## config.mk

```make
export PLATFORM = sky130hd
export DESIGN_NAME = pmst_div
export DESIGN_NICKNAME = d
export VERILOG_FILES = /design/src/hw/rtl/pmst_pkg.sv /design/src/hw/rtl/pmst_div.sv
export SDC_FILE = /design/constraint.sdc
export NUM_CORES = 1
export LEC_CHECK = 0
export ABC_AREA = 0
export BUFFER_PORTS_ARGS = -buffer_cell sky130_fd_sc_hd__buf_4
export CORE_MARGIN = 4
export CORE_UTILIZATION = 50
export DETAILED_ROUTE_END_ITERATION = 8
export GPL_TIMING_DRIVEN = 0
export PLACE_DENSITY = 0.66
export SLEW_MARGIN = 25
export SYNTH_ARGS = -nofsm -noshare
export SYNTH_HDL_FRONTEND = slang
export SYNTH_SLANG_ARGS = --single-unit
export TNS_END_PERCENT = 100
```

## constraint.sdc

```tcl
create_clock -name clk -period 4.5 [get_ports clk]
set_input_delay 0.225 -clock clk [delete_from_list [all_inputs] [get_ports clk]]
set_output_delay 0.225 -clock clk [all_outputs]
set_load 0.1 [all_outputs]
```

## src/hw/rtl/pmst_pkg.sv

```systemverilog
// ----------------------------------------------------------------------------
// Pipe mesh segment tessellator package
// Shared widths, register codes, fixed-point constants and the CORDIC
// arctangent table.
// ----------------------------------------------------------------------------
package pmst_pkg;

    // Field widths
    localparam int IDX_W   = 12;
    localparam int SEG_W   = 13;
    localparam int RAD_W   = 31;
    localparam int MASK_W  = 6;
    localparam int COORD_W = 32;
    localparam int TRIG_W  = 32;
    localparam int PROD_W  = 64;

    // APB register map
    localparam int ADDR_W    = 5;
    localparam int DATA_W    = 32;
    localparam int REG_IDX_W = 3;
    localparam logic [REG_IDX_W-1:0] REG_INNER_RADIUS = 3'd0;
    localparam logic [REG_IDX_W-1:0] REG_OUTER_RADIUS = 3'd1;
    localparam logic [REG_IDX_W-1:0] REG_HEIGHT       = 3'd2;
    localparam logic [REG_IDX_W-1:0] REG_SEGMENTS     = 3'd3;
    localparam logic [REG_IDX_W-1:0] REG_FACE_MASK    = 3'd4;

    localparam logic [RAD_W-1:0]  RESET_INNER_RADIUS = 31'd65536;
    localparam logic [RAD_W-1:0]  RESET_OUTER_RADIUS = 31'd131072;
    localparam logic [RAD_W-1:0]  RESET_HEIGHT       = 31'd65536;
    localparam logic [SEG_W-1:0]  RESET_SEGMENTS     = 13'd32;
    localparam logic [MASK_W-1:0] RESET_FACE_MASK    = 6'd63;

    localparam logic [SEG_W-1:0] MIN_SEGMENTS = 13'd3;
    localparam logic [SEG_W-1:0] MAX_SEGMENTS = 13'd4096;

    // Phase generation: a full turn is 2^ANGLE_BITS.
    localparam int ANGLE_BITS = 16;
    localparam int QUAD_BITS  = ANGLE_BITS - 2;
    localparam int NUM_W      = SEG_W + 1;
    localparam int REM_W      = NUM_W + 1;
    localparam int QUO_W      = ANGLE_BITS + 1;
    localparam int DIV_LAT    = QUO_W;

    // CORDIC
    localparam int XY_W            = 34;
    localparam int Z_W             = 33;
    localparam int HP_W            = 31;
    localparam int CORDIC_ITERS    = 30;
    localparam int ITERS_PER_STAGE = 2;
    localparam int CORDIC_STAGES   = CORDIC_ITERS / ITERS_PER_STAGE;
    localparam int SC_LAT          = CORDIC_STAGES + 2;

    localparam logic signed [XY_W-1:0]   CORDIC_GAIN = 34'sd652032874;
    localparam logic signed [XY_W-1:0]   Q30_ONE     = 34'sd1073741824;
    localparam logic [HP_W-1:0]          HALF_PI_Q30 = 31'd1686629713;
    localparam logic signed [PROD_W-1:0] ROUND_Q30   = 64'sd536870912;
    localparam int                       FRAC_SHIFT  = 30;

    typedef logic [ANGLE_BITS-1:0]    phase_t;
    typedef logic signed [TRIG_W-1:0]  trig_t;
    typedef logic signed [COORD_W-1:0] coord_t;

    // Arctangent of 2^-k in Q2.30 radians.
    function automatic logic signed [Z_W-1:0] atan_step(input int k);
        logic signed [Z_W-1:0] t;
        case (k)
            0:       t = 33'sd843314856;
            1:       t = 33'sd497837829;
            2:       t = 33'sd263043836;
            3:       t = 33'sd133525158;
            4:       t = 33'sd67021686;
            5:       t = 33'sd33543515;
            6:       t = 33'sd16775850;
            7:       t = 33'sd8388437;
            8:       t = 33'sd4194282;
            9:       t = 33'sd2097149;
            default: t = Z_W'((64'sd1 <<< (30 - k)) - 64'sd1);
        endcase
        return t;
    endfunction

endpackage

```

## src/hw/rtl/pmst_div.sv

```systemverilog
// ----------------------------------------------------------------------------
// Pipe mesh segment tessellator phase divider
// Pipelined restoring divider giving floor(num * 2^ANGLE_BITS / den), one
// quotient bit per stage.
// ----------------------------------------------------------------------------
module pmst_div
(
    input  logic                         clk,
    input  logic                         en,
    input  logic [pmst_pkg::NUM_W-1:0]   num,
    input  logic [pmst_pkg::NUM_W-1:0]   den,
    output logic [pmst_pkg::QUO_W-1:0]   quo
);

    logic [pmst_pkg::REM_W-1:0] rem_reg [pmst_pkg::DIV_LAT];
    logic [pmst_pkg::QUO_W-1:0] quo_reg [pmst_pkg::DIV_LAT];

    genvar s;
    for (s = 0; s < pmst_pkg::DIV_LAT; s++)
    begin : g_step
        logic [pmst_pkg::REM_W-1:0] trial;
        logic [pmst_pkg::REM_W-1:0] rem_next;
        logic [pmst_pkg::QUO_W-1:0] quo_next;
        logic                       ge;

        // The first step yields the integer bit, the rest the fraction bits.
        if (s == 0)
        begin : g_first
            always_comb
            begin
                trial    = pmst_pkg::REM_W'(num);
                ge       = trial >= pmst_pkg::REM_W'(den);
                rem_next = ge ? trial - pmst_pkg::REM_W'(den) : trial;
                quo_next = pmst_pkg::QUO_W'(ge);
            end
        end
        else
        begin : g_rest
            always_comb
            begin
                trial    = {rem_reg[s-1][pmst_pkg::REM_W-2:0], 1'b0};
                ge       = trial >= pmst_pkg::REM_W'(den);
                rem_next = ge ? trial - pmst_pkg::REM_W'(den) : trial;
                quo_next = {quo_reg[s-1][pmst_pkg::QUO_W-2:0], ge};
            end
        end

        always_ff @(posedge clk)
        begin
            if (en)
            begin
                rem_reg[s] <= rem_next;
                quo_reg[s] <= quo_next;
            end
        end
    end

    assign quo = quo_reg[pmst_pkg::DIV_LAT-1];

endmodule

```

# Word level (Yosys, flattened, before mapping)
# Memories as Yosys holds them, arrays and structs flattened.
# Cells that the tools add are included.
[totals] regBits=0 latch_bits=0 ramBits=544 romBits=0 elab_cells=55 mem_count=2
[mem_list] name="quo_reg" depth=17 width=17 rd=17 rd_ports_with_merged_regs=0 write_ports=17 line="pmst_div.sv:16" text="logic [pmst_pkg::QUO_W-1:0] quo_reg [pmst_pkg::DIV_LAT];"
[mem_list] name="rem_reg" depth=17 width=15 rd=16 rd_ports_with_merged_regs=0 write_ports=17 line="pmst_div.sv:15" text="logic [pmst_pkg::REM_W-1:0] rem_reg [pmst_pkg::DIV_LAT];"
[op_classes] addsub=17 mul=0 div=0 magnitude_cmp=17 n_eq_ne=0 shifts=0 n_mux=19 bitwise_logic=0 reduce_logical=0
[op_table] op="$mux W15" n=17
[op_table] op="$ge A15 B14 Y1" n=16
[op_table] op="$sub A15 B14 Y15" n=16
[op_table] op="$sub A14 B14 Y15" n=1
[op_table] op="$ge A14 B14 Y1" n=1
[op_table] op="$mux W1" n=2

# Logic depth before layout (Yosys ltp)
# Gate-level depths: netlist (run 1).
# An unclocked memory read counts as a cell.
[depth] word_depth=3 ltp_mapped=11 mapped_depth_nobuf=11

# Worst setup path before layout (run 1)
# OpenSTA, ideal clock, no wires.
[synth_timing] path_type="input to register" startpoint="input den[0] (netlist bit)" endpoint="memory rem_reg[0][205] (netlist bit), data pin" setup_time_ps=260 arrival_time_ps=3794 path_slack_ps=446 cell_stages=10 cell_sequence="clkbuf_1 -> clkinv_1 -> fa_1 -> a21o_1 -> nand2_1 -> a21oi_1 -> o41ai_1 -> mux2i_1 -> o311ai_0 -> mux2_2"
[synth_rtl] element="from (decl)" line="pmst_div.sv:11" text="input logic [pmst_pkg::NUM_W-1:0] den,"
[synth_rtl] element="to (decl)" line="pmst_div.sv:15"

==> impl_metrics.json, run 1 <==
{
  "fp.dieW_um": 228,
  "max_slew_margin": 0.343,
  "synth_largest_area_cell": "edfxtp_1",
  "grt-ovfl-total": 0,
  "synth.most_common_cell": "edfxtp_1",
  "grt_pass1_vias": 17200,
  "r2r_end": "rem_reg[0][72]",
  "route.met2.wl_um": 26000,
  "finish.utilization": 0.566,
  "drtAntennaViolNets": 0,
  "clock_power_share": 0.175,
  "antenna_found_initial": 0,
  "ir_drop_mv": 0.335,
  "ys_ff_latch": 377,
  "cp_max_fo": 21,
  "cts_sinks": 377,
  "endpoint_kind": "flop",
  "hold_ws_ps": 106,
  "synth_common_cells": "edfxtp_1, ha_1, nand2_1",
  "fp.coreArea_um2": 47800,
  "final_max_slew_viol_count": 0,
  "clk_pin_slew_worst_paths_ps": 50,
  "track_usage": 0.210,
  "wire_per_inst_um": 19.0,
  "yosys_warnings": 0,
  "drt-initial-drc-count": 1089,
  "cts_buffers": 44,
  "largest_reg_flops": 224,
  "intPower_uw": 11800,
  "vias": 17300,
  "stdcell_count": 2916,
  "dp_hpwl_um": 38600,
  "path_class": "primary input to flop",
  "post_cts_buffers": 0,
  "setup_violations": 0,
  "power_frac_comb": 0.498,
  "place_congestion": 0.899,
  "min_period_over_period": 0.933,
  "power.leakage_uw": 0.0106,
  "diodes": 0,
  "synth_flop_cell": "edfxtp_1",
  "clock_latency_ps": 560,
  "period_needed_ps": 4200,
  "fill_cells": 4094,
  "p_per_area_nw_per_um2": 709,
  "wl_met3_um": 2480,
  "netlist_top_cells_area": "edfxtp_1, ha_1, mux2_2, xnor2_1, o21ai_0",
  "syn_to_final_growth_pct": 11.8,
  "startpoint_type": "primary input",
  "drv_cap": 0,
  "core.rowCount": 80,
  "stdcell_area_um2": 27100,
  "syn_avg_cell_area_um2": 11.2,
  "detail_route.vias_per_cell": 5.94,
  "initial_core_util": 0.507,
  "startpoint": "den[0]",
  "netlist_area_um2": 24200,
  "clk_path_buf_depth": 3,
  "place_area_um2": 25600,
  "htree_levels": 2,
  "power_switching_uw": 7350,
  "r2r-start": "rem_reg[0][51]",
  "drt-met1-wl_um": 25000,
  "hold_violations": 0,
  "cp_data_arrival_time_ps": 4510,
  "port_buffers": 46,
  "grt_setup_unrepaired": "no",
  "worstSetupEndpoint": "rem_reg[0][42]",
  "synth_enable_flop_cells": 377,
  "cts_tree": "yes",
  "reg2reg_depth": 10,
  "grt_max_degree": 91,
  "fin_nets": 2554,
  "dp_cells": 2825,
  "layout-drive-gt1-share": 0.124,
  "rrSetupSlack_ps": 1270,
  "hp-class": "primary input to flop",
  "synth.top_cell.area_share": 0.467,
  "status": "complete, no violations",
  "yosysSeqAreaShare": 0.467,
  "firstDrtPassIters": 5,
  "highest_layer": "met4",
  "yosysUniqueCellTypes": 83,
  "syn_inst": 2155,
  "synthesis.nets": 2439,
  "dieArea_um2": 52100,
  "drc": 0,
  "swShare": 0.383,
  "worstPathRequired_ps": 4810,
  "fin_worst_skew_ps": 10.5,
  "cts-resized-gates": 0,
  "wl_um": 55500,
  "die_h_um": 228,
  "cts_root_buf": "clkbuf_16",
  "seqPwrFrac": 0.327,
  "ios": 47,
  "fmax_mhz": 238,
  "async_flop_share": 0,
  "tightestPinTransition_ps": 973,
  "grt_pass1_wl_um": 89300
}
==> worst min path at each step <==
stage / start / end / slack, ps / cells past startpoint
final: en / quo_reg[1][36] / 110 / 1
after global routing: en / quo_reg[1][36] / 120 / 1
after CTS: en / quo_reg[1][36] / 100 / 1
after detailed placement: quo_reg[0][70] / quo_reg[0][88] / 400 / 0
after global placement: quo_reg[1][126] / quo_reg[2][8] / 400 / 0
after floorplan: en / quo_reg[0][0] / 340 / 0
==> area by class of cell <==
class	instances	area, um2	area share
multi-input combinational	1670	12500	0.460
inverter	74	279	0.0103
clock buffer	51	1130	0.0416
timing repair buffer	69	718	0.0265
tap	615	769	0.0284
clock inverter	26	224	0.00827
sequential	377	11300	0.418
buffer	34	191	0.00707
==> power by group through the flow <==
stage               Combinational, uW  Sequential, uW  Clock [uW]
floorplan                        7310            6130           0
global placement                 9180            6320           0
detailed placement               9400            6320           0
CTS                              9500            6270        3470
global route                    10600            6370        3630
finish                           9560            6270        3360
==> critical path, stage by stage <==
cell and delay [ps]:
buf_4 190, clkbuf_1 650, clkinv_2 630, buf_12 360, fa_1 480, a21oi_1 230, o21ai_0 160, a2111oi_0 820
o31ai_1 150, a21oi_1 230, xnor2_1 90, mux2_2 270
==> repair_timing <==
action / CTS / global route
setup endpoints to repair: 0 / 0
hold endpoints to repair: 14 / 0
hold buffers: 14 / 0
==> kinds of logic (layout without fill, tap and decap cells) <==
kind of cell | count (synthesis) | count (layout) | share of synthesized area
XOR/XNOR | 153 | 153 | 0.0553
flip-flops | 377 | 377 | 0.467
AND/OR/NAND/NOR | 540 | 540 | 0.105
buffers and inverters | 108 | 254 | 0.0194
AO/OA/AOI/OAI | 607 | 607 | 0.162
multiplexers | 116 | 116 | 0.0548
adder cells (fa/ha/maj) | 254 | 254 | 0.136
==> metal layers <==
metal  track usage  vias to the layer above
li1              -                     8482
met5             0                        -
met2         0.354                      381
met4        0.0735                        0
met3        0.0287                      118
met1         0.281                     8337
==> stage by stage <==
step / worst slack, ps / total power, uW / TNS (ps)
floorplan: 446 / 13400 / 0
global placement: -1530 / 15500 / -168170
detailed placement: -233 / 15700 / -734
CTS: 344 / 19200 / 0
global route: 44.4 / 20700 / 0
finish: 301 / 19200 / 0
==> cells in the final DEF (no fill, tap or decap), types with 12 or more instances in the layout <==
cell | netlist | layout
o22ai_1 | 14 | 14
xnor2_1 | 92 | 92
fa_1 | 16 | 16
mux2_2 | 102 | 102
o21a_1 | 36 | 36
nor3_1 | 45 | 45
nand2_1 | 171 | 171
ha_1 | 238 | 238
nor2_1 | 143 | 143
dlygate4sd3_1 | 0 | 14
nand3_1 | 49 | 49
and3_1 | 16 | 16
xor2_1 | 61 | 61
o21ai_0 | 157 | 157
nand4_1 | 12 | 12
buf_4 | 2 | 47
o21bai_1 | 16 | 16
a21oi_1 | 137 | 137
a31oi_1 | 27 | 27
o31ai_1 | 21 | 21
a21o_1 | 75 | 75
inv_1 | 73 | 61
clkbuf_16 | 0 | 44
nand2b_1 | 23 | 23
or3_1 | 15 | 15
clkbuf_1 | 19 | 26
o211ai_1 | 16 | 16
nor2b_1 | 21 | 21
edfxtp_1 | 377 | 377
inv_2 | 0 | 12
Power figures use the tool's default switching activity.
==> run 2: changes to the inputs <==
Settings changed: GPL_TIMING_DRIVEN 0 to unset.
==> run 2 against run 1 <==
  * Setup slack improved by 1000 ps
  * Sequential power increased by 1%
  * Global-route usage decreased by 0.089 points
  * Register-to-register slack improved by 70 ps
  * Final cell count about the same
  * Clock skew increased by 9.3 ps
  * Fmax increased by 33%
  * Via count increased by 0.76%
  * Core utilization increased by 0.14 points
  * Total power about the same
  * First-iteration DRC count increased by 1.6%
  * Critical path type is now flop to flop
  * Largest cell class unchanged
  * Highest routed layer unchanged
==> impl_metrics.json, run 2 (synthesized netlist as in run 1, its figures left out) <==
{
  "wire_per_inst_um": 19.0,
  "initial_core_util": 0.507,
  "critical_path_depth": 8,
  "grt-ovfl-total": 0,
  "firstDrtPassIters": 5,
  "grt_pass1_wl_um": 89100,
  "finalSetupTns_ps": 0,
  "cts-resized-gates": 0,
  "fill_cells": 4021,
  "fin_worst_skew_ps": 19.8,
  "grt_max_degree": 156,
  "cp_max_fo": 14,
  "fp.coreArea_um2": 47800,
  "final_max_slew_viol_count": 0,
  "intPower_uw": 12000,
  "reg2reg_depth": 8,
  "grt_setup_unrepaired": "no",
  "port_buffers": 46,
  "cts_sinks": 377,
  "min_period_over_period": 0.703,
  "cp_data_arrival_time_ps": 3470,
  "dp_cells": 2829,
  "seqCellArea_um2": 11300,
  "max_slew_margin": 0.302,
  "fp.dieW_um": 228,
  "track_usage": 0.209,
  "critPathMaxStageDelay_ps": 520,
  "core.rowCount": 80,
  "clock_latency_ps": 560,
  "dp_hpwl_um": 39000,
  "cts_tree": "yes",
  "post_cts_buffers": 0,
  "stdcell_count": 2918,
  "setup_violations": 0,
  "clk_pin_slew_worst_paths_ps": 60,
  "worstPathRequired_ps": 4810,
  "endpoint_kind": "flop",
  "htree_levels": 2,
  "rrSetupSlack_ps": 1340,
  "drv_cap": 0,
  "cts_hold_buf": 14,
  "p_per_area_nw_per_um2": 707,
  "detail_route.vias_per_cell": 5.98,
  "final_cell_mix": "edfxtp_1, ha_1, nand2_1, o21ai_0, nor2_1",
  "power.leakage_uw": 0.0107,
  "startpoint_type": "flop",
  "hold_violations": 0,
  "pre_cts_slack_ps": 716,
  "antenna_found_initial": 3,
  "fmax_mhz": 316,
  "hold_ws_ps": 83.4,
  "worstPathCellList": "ha_1, nor2b_1, o21ai_0, a21boi_1, o41ai_2, o21ai_2, a31oi_4, mux2_2",
  "largest_reg_flops": 224,
  "wl_um": 55500,
  "path_class": "flop to flop",
  "startpoint": "rem_reg[0][165]",
  "vias": 17500,
  "grt_pass1_vias": 17300,
  "power_frac_comb": 0.485,
  "crit_family": "compound AO/OA/AOI/OAI gates",
  "multi_input_area_um2": 12500,
  "drt-initial-drc-count": 1106,
  "worst-path-buf-inv": 0,
  "r2r_end": "rem_reg[0][181]",
  "drtAntennaViolNets": 0,
  "syn_to_final_growth_pct": 12.0,
  "worstSetupEndpoint": "rem_reg[0][181]",
  "r2r-start": "rem_reg[0][165]",
  "swShare": 0.374,
  "drc": 0,
  "cts_buffers": 43,
  "hp-class": "primary input to flop",
  "fin_ws_ps": 1340,
  "period_needed_ps": 3160,
  "ios": 47,
  "cts_root_buf": "clkbuf_16",
  "tightestPinTransition_ps": 1050,
  "seqPwrFrac": 0.329,
  "dieArea_um2": 52100,
  "clk_path_buf_depth": 3,
  "layout-drive-gt1-share": 0.129,
  "fin_nets": 2557,
  "ir_drop_mv": 0.260,
  "die_h_um": 228,
  "final_common_cell": "edfxtp_1",
  "power_switching_uw": 7190,
  "status": "complete, no violations",
  "cp_slowest_cell": "o41ai_2",
  "diodes": 0,
  "clock_power_share": 0.185,
  "place_congestion": 0.913
}
==> run 2: cell count changes in the layout (fill, tap and decap cells not counted), moves of 3 or more <==
| cell | change |
|---|---|
| clkbuf_1 | -24 |
| clkinv_1 | +3 |
| buf_16 | -6 |
| inv_1 | +11 |
| buf_2 | -8 |
| inv_2 | -10 |
| buf_4 | +40 |
| buf_6 | -4 |
| bufinv_16 | +3 |
| clkinvlp_4 | -3 |
==> run 2: stage by stage <==
stage / cell area, um2 / utilization / total power, uW
final: 27100 / 0.567 / 19200
after global routing: 27100 / 0.567 / 20700
after CTS: 27100 / 0.567 / 19200
after detailed placement: 25600 / 0.535 / 15500
after global placement: 25600 / 0.535 / 15300
after floorplan: 24200 / - / 13400
==> run 2: power groups by stage <==
stage | combinational [uW] | sequential, uW | clock [uW]
2_1_floorplan | 7310 | 6130 | 0
3_3_place_gp | 8930 | 6370 | 0
3_5_place_dp | 9160 | 6370 | 0
4_1_cts | 9250 | 6320 | 3660
5_1_grt | 10400 | 6430 | 3810
6_report | 9320 | 6330 | 3560
==> run 2: area by class of cell <==
class / count / share of cell area
Inverter: 74 / 0.0102
Timing Repair Buffer: 107 / 0.0335
Clock inverter: 28 / 0.0106
Multi-Input combinational cell: 1670 / 0.459
Sequential cell: 377 / 0.417
Tap cell: 615 / 0.0283
Clock buffer: 47 / 0.0418
==> run 2: worst min path at each step <==
stage	from	to	slack [ps]	cells after the start
after CTS	en	quo_reg[1][108]	80	1
after floorplan	en	quo_reg[0][0]	340	0
after global routing	en	quo_reg[1][108]	90	1
after global placement	quo_reg[1][116]	quo_reg[1][134]	400	0
after detailed placement	quo_reg[0][104]	quo_reg[0][122]	400	0
final	en	quo_reg[1][108]	80	1
==> run 2: metal layers <==
metal	up-vias	part of all wire	GRT usage
li1	8471	-	-
met1	8340	0.45	0.284
met2	526	0.46	0.346
met3	113	0.058	0.0337
met4	0	0.032	0.0679
met5	-	0	0
==> run 3: changes to the inputs <==
Settings changed: PLACE_DENSITY 0.66 to 0.68.
Clock period 4.5 ns to 2.8 ns, I/O delays scaled along.
==> run 3 against run 2 <==
  * Critical path depth grew 1
  * Clock skew about the same
  * Clock power is 63% higher
  * Largest power group unchanged
  * Largest cell class unchanged
  * Final area grew 5.9%
  * First-iteration DRC count grew 17%
  * Hold slack gained 16 ps
  * Flip-flop and latch count unchanged
  * Core utilization grew 3.3 points
  * Register-to-register slack worse by 1300 ps
==> impl_metrics.json, run 3 (synthesized netlist as in run 1, its figures left out) <==
{
  "cp_data_arrival_time_ps": 3030,
  "max_slew_margin": 0.525,
  "setup_violations": 0,
  "vias": 18000,
  "layout-drive-gt1-share": 0.189,
  "initial_core_util": 0.507,
  "die_h_um": 228,
  "dieArea_um2": 52100,
  "clk_path_buf_depth": 3,
  "grt_pass1_vias": 18200,
  "fin_ws_ps": 76.5,
  "reg2reg_depth": 9,
  "final_common_cell": "edfxtp_1",
  "worstHoldStart": "en",
  "power_frac_comb": 0.515,
  "grt-ovfl-total": 0,
  "power_switching_uw": 12200,
  "wl_um": 58000,
  "critPathMaxStageDelay_ps": 430,
  "place_area_um2": 27000,
  "worstPathCellList": "ha_4, nor2b_4, o31a_1, o31ai_2, nand2_1, a211o_1, a41o_1, buf_12, mux2_4",
  "hp-class": "primary input to flop",
  "cts_buffers": 43,
  "min_period_over_period": 0.973,
  "cts_sinks": 377,
  "swShare": 0.371,
  "intPower_uw": 20700,
  "rrSetupSlack_ps": 80,
  "p_per_area_nw_per_um2": 1150,
  "drv_cap": 0,
  "power.leakage_uw": 0.0115,
  "fin_nets": 2700,
  "diodes": 0,
  "cts_tree": "yes",
  "detail_route.vias_per_cell": 5.89,
  "fin_worst_skew_ps": 19.5,
  "stdcell_area_um2": 28700,
  "fp.dieW_um": 228,
  "r2r_end": "rem_reg[0][52]",
  "crit_family": "compound AO/OA/AOI/OAI gates",
  "final_cell_mix": "edfxtp_1, ha_1, buf_4, nand2_1, o21ai_0",
  "dp_hpwl_um": 41800,
  "drt-initial-drc-count": 1295,
  "core.rowCount": 80,
  "holdPathStages": 1,
  "seqPwrFrac": 0.309,
  "endpoint_kind": "flop",
  "htree_levels": 2,
  "worstPathRequired_ps": 3110,
  "ir_drop_mv": 0.514,
  "place_congestion": 0.914,
  "tightestPinTransition_ps": 713,
  "hold_ws_ps": 99.3,
  "cts_root_buf": "clkbuf_16",
  "period_needed_ps": 2720,
  "clock_latency_ps": 580,
  "firstDrtPassIters": 5,
  "cp_max_fo": 15,
  "hold_violations": 0,
  "largest_reg_flops": 224,
  "port_buffers": 46,
  "startpoint": "rem_reg[0][30]",
  "startpoint_type": "flop",
  "drtAntennaViolNets": 0,
  "track_usage": 0.220,
  "worst-path-buf-inv": 1,
  "hold_end": "rem_reg[0][160]",
  "grt_max_degree": 82,
  "clock_power_share": 0.176,
  "wire_per_inst_um": 18.9,
  "finish.utilization": 0.601,
  "syn_to_final_growth_pct": 18.6,
  "fp.coreArea_um2": 47800,
  "cp_slowest_cell": "edfxtp_1",
  "grt_pass1_wl_um": 93800,
  "drc": 0,
  "clk_pin_slew_worst_paths_ps": 60,
  "ios": 47,
  "final_max_slew_viol_count": 0,
  "antenna_found_initial": 0,
  "path_class": "flop to flop",
  "r2r-start": "rem_reg[0][30]",
  "status": "complete, no violations",
  "fmax_mhz": 367,
  "pre_cts_slack_ps": -86.0
}
-- run 3: routing by layer --
| layer | vias to the layer above | GRT usage | share of wire |
|---|---|---|---|
| li1 | 8758 | - | - |
| met1 | 8623 | 0.297 | 0.45 |
| met2 | 491 | 0.360 | 0.46 |
| met3 | 154 | 0.0400 | 0.056 |
| met4 | 0 | 0.0769 | 0.037 |
| met5 | - | 0 | 0 |
-- run 3: worst max-delay path by stage --
stage,slack [ps],cells past startpoint,end
after floorplan,-320,11,rem_reg[0][51]
after global placement,-50,9,rem_reg[0][122]
after detailed placement,-90,11,rem_reg[0][1]
after CTS,20,9,rem_reg[0][52]
after global routing,-0.6,7,rem_reg[0][132]
final,80,9,rem_reg[0][52]
-- run 3: layout make-up --
class                           instances  area (um2)
Timing Repair Buffer                  249        2250
Multi-Input combinational cell       1671       12700
Clock buffer                           50        1140
Tap cell                              615         769
Clock inverter                         27         304
Sequential cell                       377       11300
Inverter                               74         287
Fill cell                            3885       19100
-- run 3: metrics by stage --
stage / std cells / setup TNS, ps / power [uW]
finish: 3063 / 0 / 32900
detailed placement: 2969 / -1930 / 26800
global placement: 2969 / -510 / 26300
floorplan: 2155 / -28580 / 21800
global route: 3063 / -0.592 / 35400
CTS: 3060 / 0 / 32900
-- run 3: worst register-to-register path, cell delays in order (launching register included) --
cell and delay [ps]:
edfxtp_1 430, ha_4 260, nor2b_4 120, o31a_1 300, o31ai_2 290, nand2_1 120, a211o_1 260, a41o_1 220
buf_12 160, mux2_4 300
-- run 3: what timing repair did --
action	in CTS	in global routing
hold buffers	14	0
setup buffers	0	2
endpoints found under the setup margin	10	69
endpoints found under the hold margin	14	0
pin swaps	0	2
gates cloned	0	1
resized for setup	1	18
-- run 3: power by group through the flow --
stage	Combinational (uW)	Clock [uW]	Sequential, uW
floorplan	11900	0	9860
global placement	16100	0	10200
detailed placement	16500	0	10200
CTS	16700	5970	10200
global route	18800	6240	10300
finish	17000	5790	10200
